`src/design/median_3x3_filter_assert.svh`:
```
`ifndef MEDIAN_3X3_FILTER_ASSERT_SVH
`define MEDIAN_3X3_FILTER_ASSERT_SVH

// Checks that a condition implies another one at the same clock edge.
`define MF3_ASSERT_NOW(lbl, ante, cons, msg) \
  lbl: assert property (@(posedge clk_i) disable iff (!rst_ni) (ante) |-> (cons)) \
    else $error(msg);

// Checks that a condition implies another one at the following clock edge.
`define MF3_ASSERT_NEXT(lbl, ante, cons, msg) \
  lbl: assert property (@(posedge clk_i) disable iff (!rst_ni) (ante) |=> (cons)) \
    else $error(msg);

`endif

```
`src/design/mf3_pkg.sv`:
```
package mf3_pkg;

  localparam int unsigned PIX_W = 8;
  localparam int unsigned ROW_W = 12;
  localparam int unsigned COL_W = 10;
  localparam int unsigned CFG_W = 12;
  localparam int unsigned WIDTH_REG_W = 11;

  localparam logic [WIDTH_REG_W-1:0] IMAGE_WIDTH_RESET = 11'd640;
  localparam logic [ROW_W-1:0] IMAGE_HEIGHT_RESET = 12'd480;

  typedef enum logic {
    REG_IMAGE_WIDTH  = 1'b0,
    REG_IMAGE_HEIGHT = 1'b1
  } mf3_reg_e;

  typedef struct packed {
    logic [PIX_W-1:0] pixel;
    logic             frame_start;
  } mf3_in_t;

  typedef struct packed {
    logic [PIX_W-1:0] median;
    logic [ROW_W-1:0] center_row;
    logic [COL_W-1:0] center_col;
    logic             frame_end;
  } mf3_out_t;

  // Position data that rides along with a window through the pipeline.
  typedef struct packed {
    logic             res_valid;
    logic [ROW_W-1:0] center_row;
    logic [COL_W-1:0] center_col;
    logic             frame_end;
  } mf3_meta_t;

endpackage

```
`src/design/mf3_max_cell.sv`:
```
module mf3_max_cell
  import mf3_pkg::*;
#(
  parameter int unsigned N = 9
) (
  input  logic                  clk_i,
  input  logic                  rst_ni,
  input  logic                  en_i,
  input  logic [N-1:0][PIX_W-1:0] vals_i,
  input  mf3_meta_t             meta_i,
  output logic [N-1:0][PIX_W-1:0] vals_o,
  output mf3_meta_t             meta_o
);

  localparam int unsigned IW = $clog2(N);

  logic [IW-1:0]              best;
  logic [N-1:0][PIX_W-1:0]    swapped;
  logic [N-1:0][PIX_W-1:0]    vals_q;
  mf3_meta_t                  meta_q;

  // The largest value moves to the top slot; the next cell works on the rest.
  always_comb begin
    best = '0;
    for (int k = 1; k < N; k++) begin
      if (vals_i[k] >= vals_i[best]) begin
        best = IW'(k);
      end
    end
    swapped       = vals_i;
    swapped[N-1]  = vals_i[best];
    swapped[best] = vals_i[N-1];
  end

  always_ff @(posedge clk_i) begin
    if (en_i) begin
      vals_q <= swapped;
    end
  end

  always_ff @(posedge clk_i or negedge rst_ni) begin
    if (!rst_ni) begin
      meta_q <= '0;
    end else if (en_i) begin
      meta_q <= meta_i;
    end
  end

  assign vals_o = vals_q;
  assign meta_o = meta_q;

endmodule

```
`config.mk`:
```
export PLATFORM = sky130hd
export DESIGN_NAME = mf3_max_cell
export DESIGN_NICKNAME = d
export VERILOG_FILES = /design/src/design/median_3x3_filter_assert.svh /design/src/design/mf3_pkg.sv /design/src/design/mf3_max_cell.sv
export SDC_FILE = /design/constraint.sdc
export NUM_CORES = 1
export LEC_CHECK = 0
export BUFFER_PORTS_ARGS = -buffer_cell sky130_fd_sc_hd__buf_4
export CAP_MARGIN = 40
export CORE_AREA = 2 2 130 132
export DETAILED_ROUTE_END_ITERATION = 8
export DIE_AREA = 0 0 132 134
export PLACE_DENSITY = 0.79
export SLEW_MARGIN = 20
export SYNTH_ARGS = -nofsm -noshare
export SYNTH_HDL_FRONTEND = slang
export SYNTH_SLANG_ARGS = --single-unit
```
`constraint.sdc`:
```
create_clock -name clk_i -period 0.8 [get_ports clk_i]
set_input_delay 0.08 -clock clk_i [delete_from_list [all_inputs] [get_ports clk_i]]
set_output_delay 0.08 -clock clk_i [all_outputs]
set_load 0.02 [all_outputs]
```
==> results of run 1 <==
## worst max-delay path: cells and delay by family
family | cells | cell delay (ns)
AOI/OAI and AO/OA | 28 | 6.16
adders and majority gates | 8 | 2.24
buffers and inverters | 16 | 2.12
muxes | 4 | 0.79
and+or+nand+nor | 19 | 2.03
## what timing repair did
action                                  in CTS  in global routing
hold buffers                                25                  0
cloned                                       2                  1
pin swaps                                   88                 70
endpoints found under the setup margin     168                187
hold endpoints to repair                    48                  0
resized for setup                          240                 96
setup buffers                               52                 32
## state kept, by name, summed over array words and instances, names as in the netlist
register	cells
vals_o	72
meta_o	24
## logic make-up after synthesis
family,after synthesis
fa+ha+maj,64
compound gates,223
simple gates,151
buf+inv,50
mux,112
flops,96
## final cells by class
class                   instances  share of cell area (%)
flip-flops and latches         96                    20.3
diodes                          2                  0.0363
well taps                     220                    2.00
multi-input cells             551                    39.8
inverters                      25                   0.807
clock buffers                   9                    1.63
repair buffers                542                    35.0
clock inverters                 7                   0.445
## cells in the final DEF (no fill, tap or decap), types with 7 or more instances in the layout
cell type and n:
buf_4 362, buf_6 141, edfxtp_1 72, mux2_4 58, ha_1 54, nand2_1 46
a21oi_1 32, mux2_2 25, dlygate4sd3_1 25, mux2i_1 24, dfrtp_2 24, nor2_1 23
inv_1 21, a21oi_2 17, o21ai_1 14, o21ai_0 12, nor2_4 12, o21ai_2 11
nor2_2 10, o211ai_1 10, buf_12 10, a211o_1 9, clkbuf_16 9, a21o_1 8
a211oi_2 7
## worst max path at each step
stage            endpoint  slack, ns      start  cells after the start
3_5_place_dp   vals_o[62]     -13.16  vals_i[8]                     67
2_1_floorplan   vals_o[0]     -12.75  vals_i[8]                     70
5_1_grt        vals_o[71]     -12.95  vals_i[8]                     75
4_1_cts        vals_o[11]     -11.87  vals_i[8]                     65
6_report       vals_o[62]     -12.54  vals_i[8]                     75
3_3_place_gp   vals_o[57]     -13.21  vals_i[8]                     67
## metal layers
| metal | up-vias | share of wire, % | wire length [µm] | GRT usage, % |
|---|---|---|---|---|
| li1 | 3774 | - | - | - |
| met1 | 4284 | 35 | 13600 | 46.8 |
| met2 | 802 | 46 | 18100 | 67.3 |
| met3 | 251 | 11 | 4200 | 9.03 |
| met4 | 0 | 8.2 | 3190 | 24.6 |
| met5 | - | 0 | 0 | 0 |
## stage by stage
step	cell area, µm²	utilization (%)
floorplan	7810	-
global placement	11200	68.9
detailed placement	11200	68.9
CTS	13100	80.6
global route	13800	84.6
finish	13800	84.7
==> summary.md, run 1 <==
| Metric | Value |
|---|---|
| Worst hold path type | in -> reg |
| Register area share after synthesis | 37.8% |
| Final hold viol count | 0 |
| H-tree Lvls | 3 |
| Layout cells sized above 1 | about two thirds |
| Num CTS Buffers | 9 |
| Crit path max fanout | 9 |
| Initial detailed-routing violation count | 1184 |
| Worst rel slew slack | 69.6% |
| Width of the die | 132 µm |
| Synth top area share | 29.6% |
| Most used DFF post-synth | edfxtp_1 |
| Crit path time final | 13.34 ns |
| Total track usage | 40.1% |
| # IOs | 195 |
| Compound-Gate Fraction of Synth Area | a little over a fifth |
| Nets | 1388 |
| IO buf count | 194 |
| Fmax | approximately 75 MHz |
| Grt total ovfl | 0 |
| Area of the mapped netlist | 7310 µm² |
| Synth top area cells | edfxtp_1 (30%), mux2_2 (13%), ha_1 (11%), dfrtp_1 (8.2%), mux2i_1 (4.0%) |
| Worst-Margin Slew | ~0.45 ns |
| Main combinational cell family by area after synthesis | compound AO/OA/AOI/OAI gates |
| Via/cell ratio | 6.27 |
| DR WL/cell | 26.9 µm |
| Most common cell in the netlist | mux2_2 |
| Mapped Avg Cell Area | about 11 µm² |
| DRC viols | 0 |
| Pin count of the biggest net entering global routing | 47 |
| # rows | 47 |
| Cells after synthesis | 696 |
| CTS tree | done |
| Unrepaired setup endpoints after global routing | true |
| Initial antenna violation count | 3 |
| Final setup fails | approximately 190 |
| DP HPWL | 25900 µm |
| R2R depth | 2 |
| Mapped Nets | between 800 and 900 |
| CP arrival | between 10 and 15 ns |
| Worst-Skew Late Latency | 0.35 ns |
| Die area | 17700 µm² |
| Max cap viols | 0 |
| Die H | 134 µm |
| Final clock skew | 0 ns |
| Multi-input gate area | about 5500 µm² |
| DRT antenna net count | 0 |
| Sum of negative setup slack | -913.93 ns |
| Worst Hold Endpoint | vals_o[60] |
| Adder-Cell Fraction of Synth Area | 11.0% |
| Longest Clk Path Bufs | 2 |
| Via count | 9111 |
| Failing checks | setup timing |
| Synth area leader | edfxtp_1 |
| Cells on Worst Hold Path | 2 |
| Crit start category | primary input |
| Clock edge transition at the registers on the reported setup and hold paths | around 0.080 ns |
| Post-synth ARST share | roughly a quarter |
| First-pass GRT wire length | 53400 µm |
| Register area | 2790 µm² |
| Crit Path Class | in -> reg |
| Outcome | finished, violations left |
| Critical-path top delay cell | a2111o_1 |
| CTS root buffer | clkbuf_16 |
| Placed Cells | 1324 |
| Hold WS | 0.0892 ns |
| Initial Util | between 40 and 50% |
| Dpl ws | -13.16 ns |
| Finished Layout Cells | 1452 |
| Area Overhead vs Synth | 88.7% |
| Critical Path RT | 0.90 ns |
| Max incr delay on CP | 0.45 ns |
| Pre-antenna DRT Iters | 7 |
| Gpl congestion | 1.03 |
| Pins Over Slew Limit | 0 |
| Vias in the first global route | between 8k and 9k |
| Num Clock Sinks | 96 |
| Routed wire length | 39100 µm |
| Final period util | 1670% |
| Yosys warns | 0 |
| Worst R2R Start | meta_o[17] |
| CP Capture Type | register |
| Reg2reg end | meta_o[17] |
| CP most frequent cell | buf_4 |
| Synth Area in XOR/XNOR | 0% |
| Commonest cells in the netlist | mux2_2 (82), edfxtp_1 (72), ha_1 (64) |
| Register bit total from synthesis | 96 |
| R2R Setup Slk | -0.15 ns |
| # fillers | between 700 and 800 |
| Post-synthesis mux area share | 16.8% |
| HP Start | vals_i[60] |
| Post-synthesis simple-gate area fraction | 10.0% |
| Cell variety after synth | 67 |
| Core Area | 16300 µm² |
| EDFF count, synth | 72 |
| Min setup slack post-route | -12.54 ns |
Power of run 1 is left out: the tool's default activity adds up to more than one toggle a clock period on the data nets, which glitch-free logic cannot reach.
==> run 2: changes to the inputs <==
- PLACE_DENSITY: 0.79 -> 0.76
- clock period: 0.8 -> 14.3 ns (I/O delays scaled with it)
==> run 2 against run 1 <==
  * Critical endpoint is now vals_o[3]
  * First-iteration DRC count shrank 38%
  * Count of clock-buffer cells in the layout is the same
  * Die area is the same
  * Sequential cell count is the same
  * Largest cell class unchanged
  * The flow still finishes with violations (setup timing)
  * Wire length shrank 17%
  * Critical path type unchanged
==> summary.md, run 2 (same netlist as run 1, synthesis figures left out) <==
| Metric | Value |
|---|---|
| Outcome | finished, violations left |
| Failing checks | setup timing |
| Crit Path Class | in -> reg |
| Via/cell ratio | 6.21 |
| Num Clock Sinks | 96 |
| Num CTS Buffers | 9 |
| CP most frequent cell | ha_1 |
| Worst-Skew Late Latency | approximately 0.35 ns |
| Pre-antenna DRT Iters | 5 |
| Die area | 17700 µm² |
| CP Capture Type | register |
| Final setup fails | 58 |
| # rows | 47 |
| # IOs | 195 |
| Vias in the first global route | 7746 |
| Crit start category | primary input |
| CP arrival | around 15 ns |
| Crit path max fanout | 8 |
| # diodes | 0 |
| Crit path time final | 14.47 ns |
| Pin count of the biggest net entering global routing | between 70 and 80 |
| Core Area | 16300 µm² |
| IO buf count | 194 |
| Nets | 1260 |
| Area Overhead vs Synth | 64.7% |
| Critical Path RT | around 14 ns |
| Via count | 8206 |
| Initial antenna violation count | 0 |
| Width of the die | between 100 and 150 µm |
| Most frequent cells in the layout | buf_4 (375), edfxtp_1 (72), ha_1 (59) |
| Max incr delay on CP | approximately 0.45 ns |
| DR WL/cell | 24.5 µm |
| Die H | 134 µm |
| H-tree Lvls | 3 |
| DP HPWL | 23700 µm |
| Max FFs per register | 72 |
| DRT antenna net count | 0 |
| Total track usage | 34.2% |
| Fmax | 69.1 MHz |
| R2R Setup Slk | ~14 ns |
| Pins Over Slew Limit | 0 |
| Final period util | 101% |
| Unrepaired setup endpoints after global routing | true |
| Worst rel slew slack | 68.9% |
| Final hold viol count | 0 |
| CTS root buffer | clkbuf_16 |
| # fillers | 1159 |
| CTS tree | done |
| Final clock skew | 0 ns |
| Longest Clk Path Bufs | 2 |
| Gpl congestion | roughly 1.1 |
| Fin util | 73.9% |
| Layout cells sized above 1 | 58.0% |
| Worst-Margin Slew | 0.464 ns |
| Grt total ovfl | 0 |
| Critical-path top delay cell | a2111o_1 |
| DRC viols | 0 |
| Routed wire length | between 30000 and 40000 µm |
| Hold WS | 0.509 ns |
| Min setup slack post-route | -0.171 ns |
| Initial detailed-routing violation count | 733 |
| First-pass GRT wire length | 45600 µm |
| Max cap viols | 0 |
| Worst hold path type | reg -> reg |
| Clock edge transition at the registers on the reported setup and hold paths | 0.07 ns |
| Commonest non-fill, non-tap cell in the layout | buf_4 |
| Initial Util | 44.9% |
[run 2: worst max-delay path: cells and delay by family]
family / cells / cell delay [ns]
simple gates: 13 / 1.54
compound gates: 36 / 7.90
mux: 2 / 0.49
fa+ha+maj: 8 / 2.05
buf+inv: 10 / 1.16
[run 2: final cells by class]
type	instances	area, µm²	area share, %
timing repair buffer	413	3330	27.7
clock buffer	9	225	1.87
clock inverter	7	68.8	0.572
multi-input combinational	552	5260	43.7
inverter	25	109	0.904
sequential	96	2760	23.0
tap	220	275	2.29
[run 2: path summary, 6_finish.rpt]
kind                       depth (start not counted)         end  startpoint
max                                               69   vals_o[3]   vals_i[8]
max reg2reg                                        1   meta_o[4]   meta_o[4]
min in group asynchronous                          1  meta_o[12]      rst_ni
min                                                1   meta_o[0]   meta_o[0]
max in group asynchronous                          1   meta_o[8]      rst_ni
min reg2reg                                        1   meta_o[0]   meta_o[0]
[run 2: timing repair]
| action | CTS | global route |
|---|---|---|
| hold buffers | 0 | 0 |
| setup endpoints to repair | 72 | 72 |
| cloned | 0 | 2 |
| setup buffers | 20 | 30 |
| resized for setup | 34 | 129 |
| pin swaps | 14 | 54 |
[run 2: metal layers]
| metal | vias up | routed length [µm] | GRT usage [%] | share of wire, % |
|---|---|---|---|---|
| li1 | 3540 | - | - | - |
| met1 | 3932 | 12400 | 44.4 | 38 |
| met2 | 573 | 15000 | 55.9 | 46 |
| met3 | 161 | 2790 | 4.23 | 8.6 |
| met4 | 0 | 2140 | 18.3 | 6.6 |
| met5 | - | 0 | 0 | 0 |
[run 2: per-stage QoR]
step | area (µm²) | setup WS (ns) | cells | TNS (ns)
floorplan | 7750 | -0.602 | 696 | -30.24
global placement | 10600 | -0.972 | 1256 | -58.90
detailed placement | 10600 | -1.09 | 1256 | -68.04
CTS | 11200 | 0.00660 | 1292 | 0
global route | 12000 | -0.764 | 1322 | -46.35
finish | 12000 | -0.171 | 1322 | -5.71
Power of run 2 is left out for the same reason.
==> run 3: changes to the inputs <==
- ABC_AREA: not set -> 1
- CORE_AREA: 2 2 130 132 -> 2 2 128 142
- DIE_AREA: 0 0 132 134 -> 0 0 130 144
==> run 3 against run 2 <==
  * The run now ends clean
  * Non-clock buffer count shrank 109
  * Critical endpoint is now vals_o[42]
  * Synthesized cell count grew 43%
  * Count of clock-buffer cells in the layout is 4 higher
  * Clock skew unchanged
  * Cell count is 15% higher
  * Critical path type unchanged
  * Wire length down 9.1%
==> summary.md, run 3 <==
| Metric | Value |
|---|---|
| Post-synth ARST share | 25.0% |
| Final setup fails | 0 |
| CTS tree | done |
| Total track usage | 30.3% |
| Area of the mapped netlist | approximately 7800 µm² |
| DP HPWL | 22900 µm |
| Width of the die | 130 µm |
| Pre-antenna DRT Iters | 5 |
| Hold WS | 0.504 ns |
| Die H | 144 µm |
| Cells after synthesis | 995 |
| Cell variety after synth | 46 |
| Longest Clk Path Bufs | 2 |
| Final clock skew | 0 ns |
| Num Clock Sinks | 96 |
| Max cap viols | 0 |
| Register area share after synthesis | 35.3% |
| Vias in the first global route | 7904 |
| Register bit total from synthesis | 96 |
| Critical-path top delay cell | ha_1 |
| CP Capture Type | register |
| Initial Util | around 45% |
| Yosys warns | 0 |
| Commonest cells in the netlist | nand2_1 (240), inv_1 (99), o21ai_0 (90) |
| Mapped Avg Cell Area | 7.87 µm² |
| Via count | 8561 |
| # rows | 51 |
| CTS root buffer | clkbuf_16 |
| Via/cell ratio | ~5.7 |
| Layout cells sized above 1 | 33.4% |
| Worst rel slew slack | roughly 60% |
| Crit path max fanout | 16 |
| Max incr delay on CP | roughly 0.3 ns |
| Final period util | 94.6% |
| Max FFs per register | between 70 and 80 |
| H-tree Lvls | 3 |
| Worst-Margin Slew | about 0.59 ns |
| Final hold viol count | 0 |
| DRT antenna net count | 0 |
| Num CTS Buffers | 9 |
| Unrepaired setup endpoints after global routing | true |
| Core Area | approximately 17000 µm² |
| Commonest non-fill, non-tap cell in the layout | buf_4 |
| Synth top area share | 27.6% |
| Finished Layout Cells | 1515 |
| Gpl congestion | 1.02 |
| First-pass GRT wire length | 42700 µm |
| Pins Over Slew Limit | 0 |
| # diodes | 0 |
| Routed wire length | 29400 µm |
| Synth area leader | edfxtp_1 |
| Crit Path Class | in -> reg |
| Initial antenna violation count | 0 |
| Crit start category | primary input |
| Die area | 18700 µm² |
| Fmax | 73.9 MHz |
| Most common cell in the netlist | nand2_1 |
| Mapped Nets | 1158 |
| Pin count of the biggest net entering global routing | 43 |
| Most frequent cells in the layout | buf_4 (295), nand2_1 (237), inv_1 (91) |
| Worst-Skew Late Latency | 0.34 ns |
| Crit path time final | 13.53 ns |
| Grt total ovfl | 0 |
| Area Overhead vs Synth | 36.8% |
| Clock edge transition at the registers on the reported setup and hold paths | 0.06 ns |
| CP most frequent cell | nand2_1 |
| Initial detailed-routing violation count | between 800 and 900 |
| Outcome | complete, no violations |
| Placed Cells | ~1.5k |
| Worst hold path type | reg -> reg |
| Nets | around 1.4k |
| CP arrival | 13.60 ns |
| Synth top area cells | edfxtp_1 (28%), nand2_1 (12%), ha_1 (10%), dfrtp_1 (7.7%), o21ai_0 (5.8%) |
| EDFF count, synth | 72 |
| DR WL/cell | 19.4 µm |
| IO buf count | 194 |
| Critical Path RT | approximately 14 ns |
| Most used DFF post-synth | edfxtp_1 |
| DRC viols | 0 |
| # IOs | 195 |
[run 3: logic make-up (layout without fill, tap and decap cells)]
family	after synthesis	in the layout	synth area share, %
muxes	25	25	3.60
and+or+nand+nor	396	398	23.3
DFF	96	96	35.3
AOI/OAI and AO/OA	265	265	19.0
buffers and inverters	149	429	8.58
adders and majority gates	64	64	10.2
[run 3: worst max-delay path: cells and delay by family]
family	cells	cell delay, ns
and+or+nand+nor	36	3.75
AOI/OAI and AO/OA	25	3.60
buffers and inverters	18	2.58
adders and majority gates	8	2.20
[run 3: area by class of cell]
type                            instances  area [µm²]
Multi-Input combinational cell        752        4590
Sequential cell                        96        2760
Clock buffer                           13         272
Timing Repair Buffer                  304        2340
Fill cell                            1552        6710
Timing Repair inverter                  1        5.00
Tap cell                              238         298
Clock inverter                          2        13.8
Inverter                              109         430
[run 3: path summary, 6_finish.rpt]
| path | startpoint | endpoint | slack [ns] | cells past startpoint |
|---|---|---|---|---|
| worst max register to register | meta_o[7] | meta_o[7] | 13.54 | 1 |
| worst min register to register | meta_o[15] | meta_o[15] | 0.50 | 1 |
| worst max-delay path | vals_i[5] | vals_o[42] | 0.77 | 87 |
| min in group asynchronous | rst_ni | meta_o[21] | 0.96 | 1 |
| max in group asynchronous | rst_ni | meta_o[1] | 13.11 | 1 |
| worst min-delay path | meta_o[15] | meta_o[15] | 0.50 | 1 |
[run 3: layer usage]
metal / GRT usage, % / part of all wire (%) / up-vias
li1: - / - / 3991
met5: 0 / 0 / -
met3: 5.33 / 9.6 / 105
met1: 37.2 / 38 / 3955
met2: 51.7 / 48 / 510
met4: 13.9 / 4.9 / 0
[run 3: through the flow]
| step | setup slack, ns | instance area (µm²) | setup TNS (ns) | util, % |
|---|---|---|---|---|
| after floorplan | 0.900 | 7830 | 0 | - |
| final | 0.774 | 10700 | 0 | 61.5 |
| after detailed placement | -0.00418 | 10100 | -0.00537 | 57.9 |
| after global routing | -0.0833 | 10700 | -1.81 | 61.5 |
| after global placement | 0.138 | 10100 | 0 | 57.7 |
| after CTS | 0.302 | 10400 | 0 | 59.5 |
[run 3: timing repair]
| action | 4_1_cts | 5_1_grt |
|---|---|---|
| gates resized for setup | 0 | 80 |
| endpoints found under the hold margin | 0 | 0 |
| setup endpoints to repair | 0 | 72 |
| hold buffers | 0 | 0 |
| buffers inserted | 0 | 14 |
Power of run 3 is left out for the same reason.
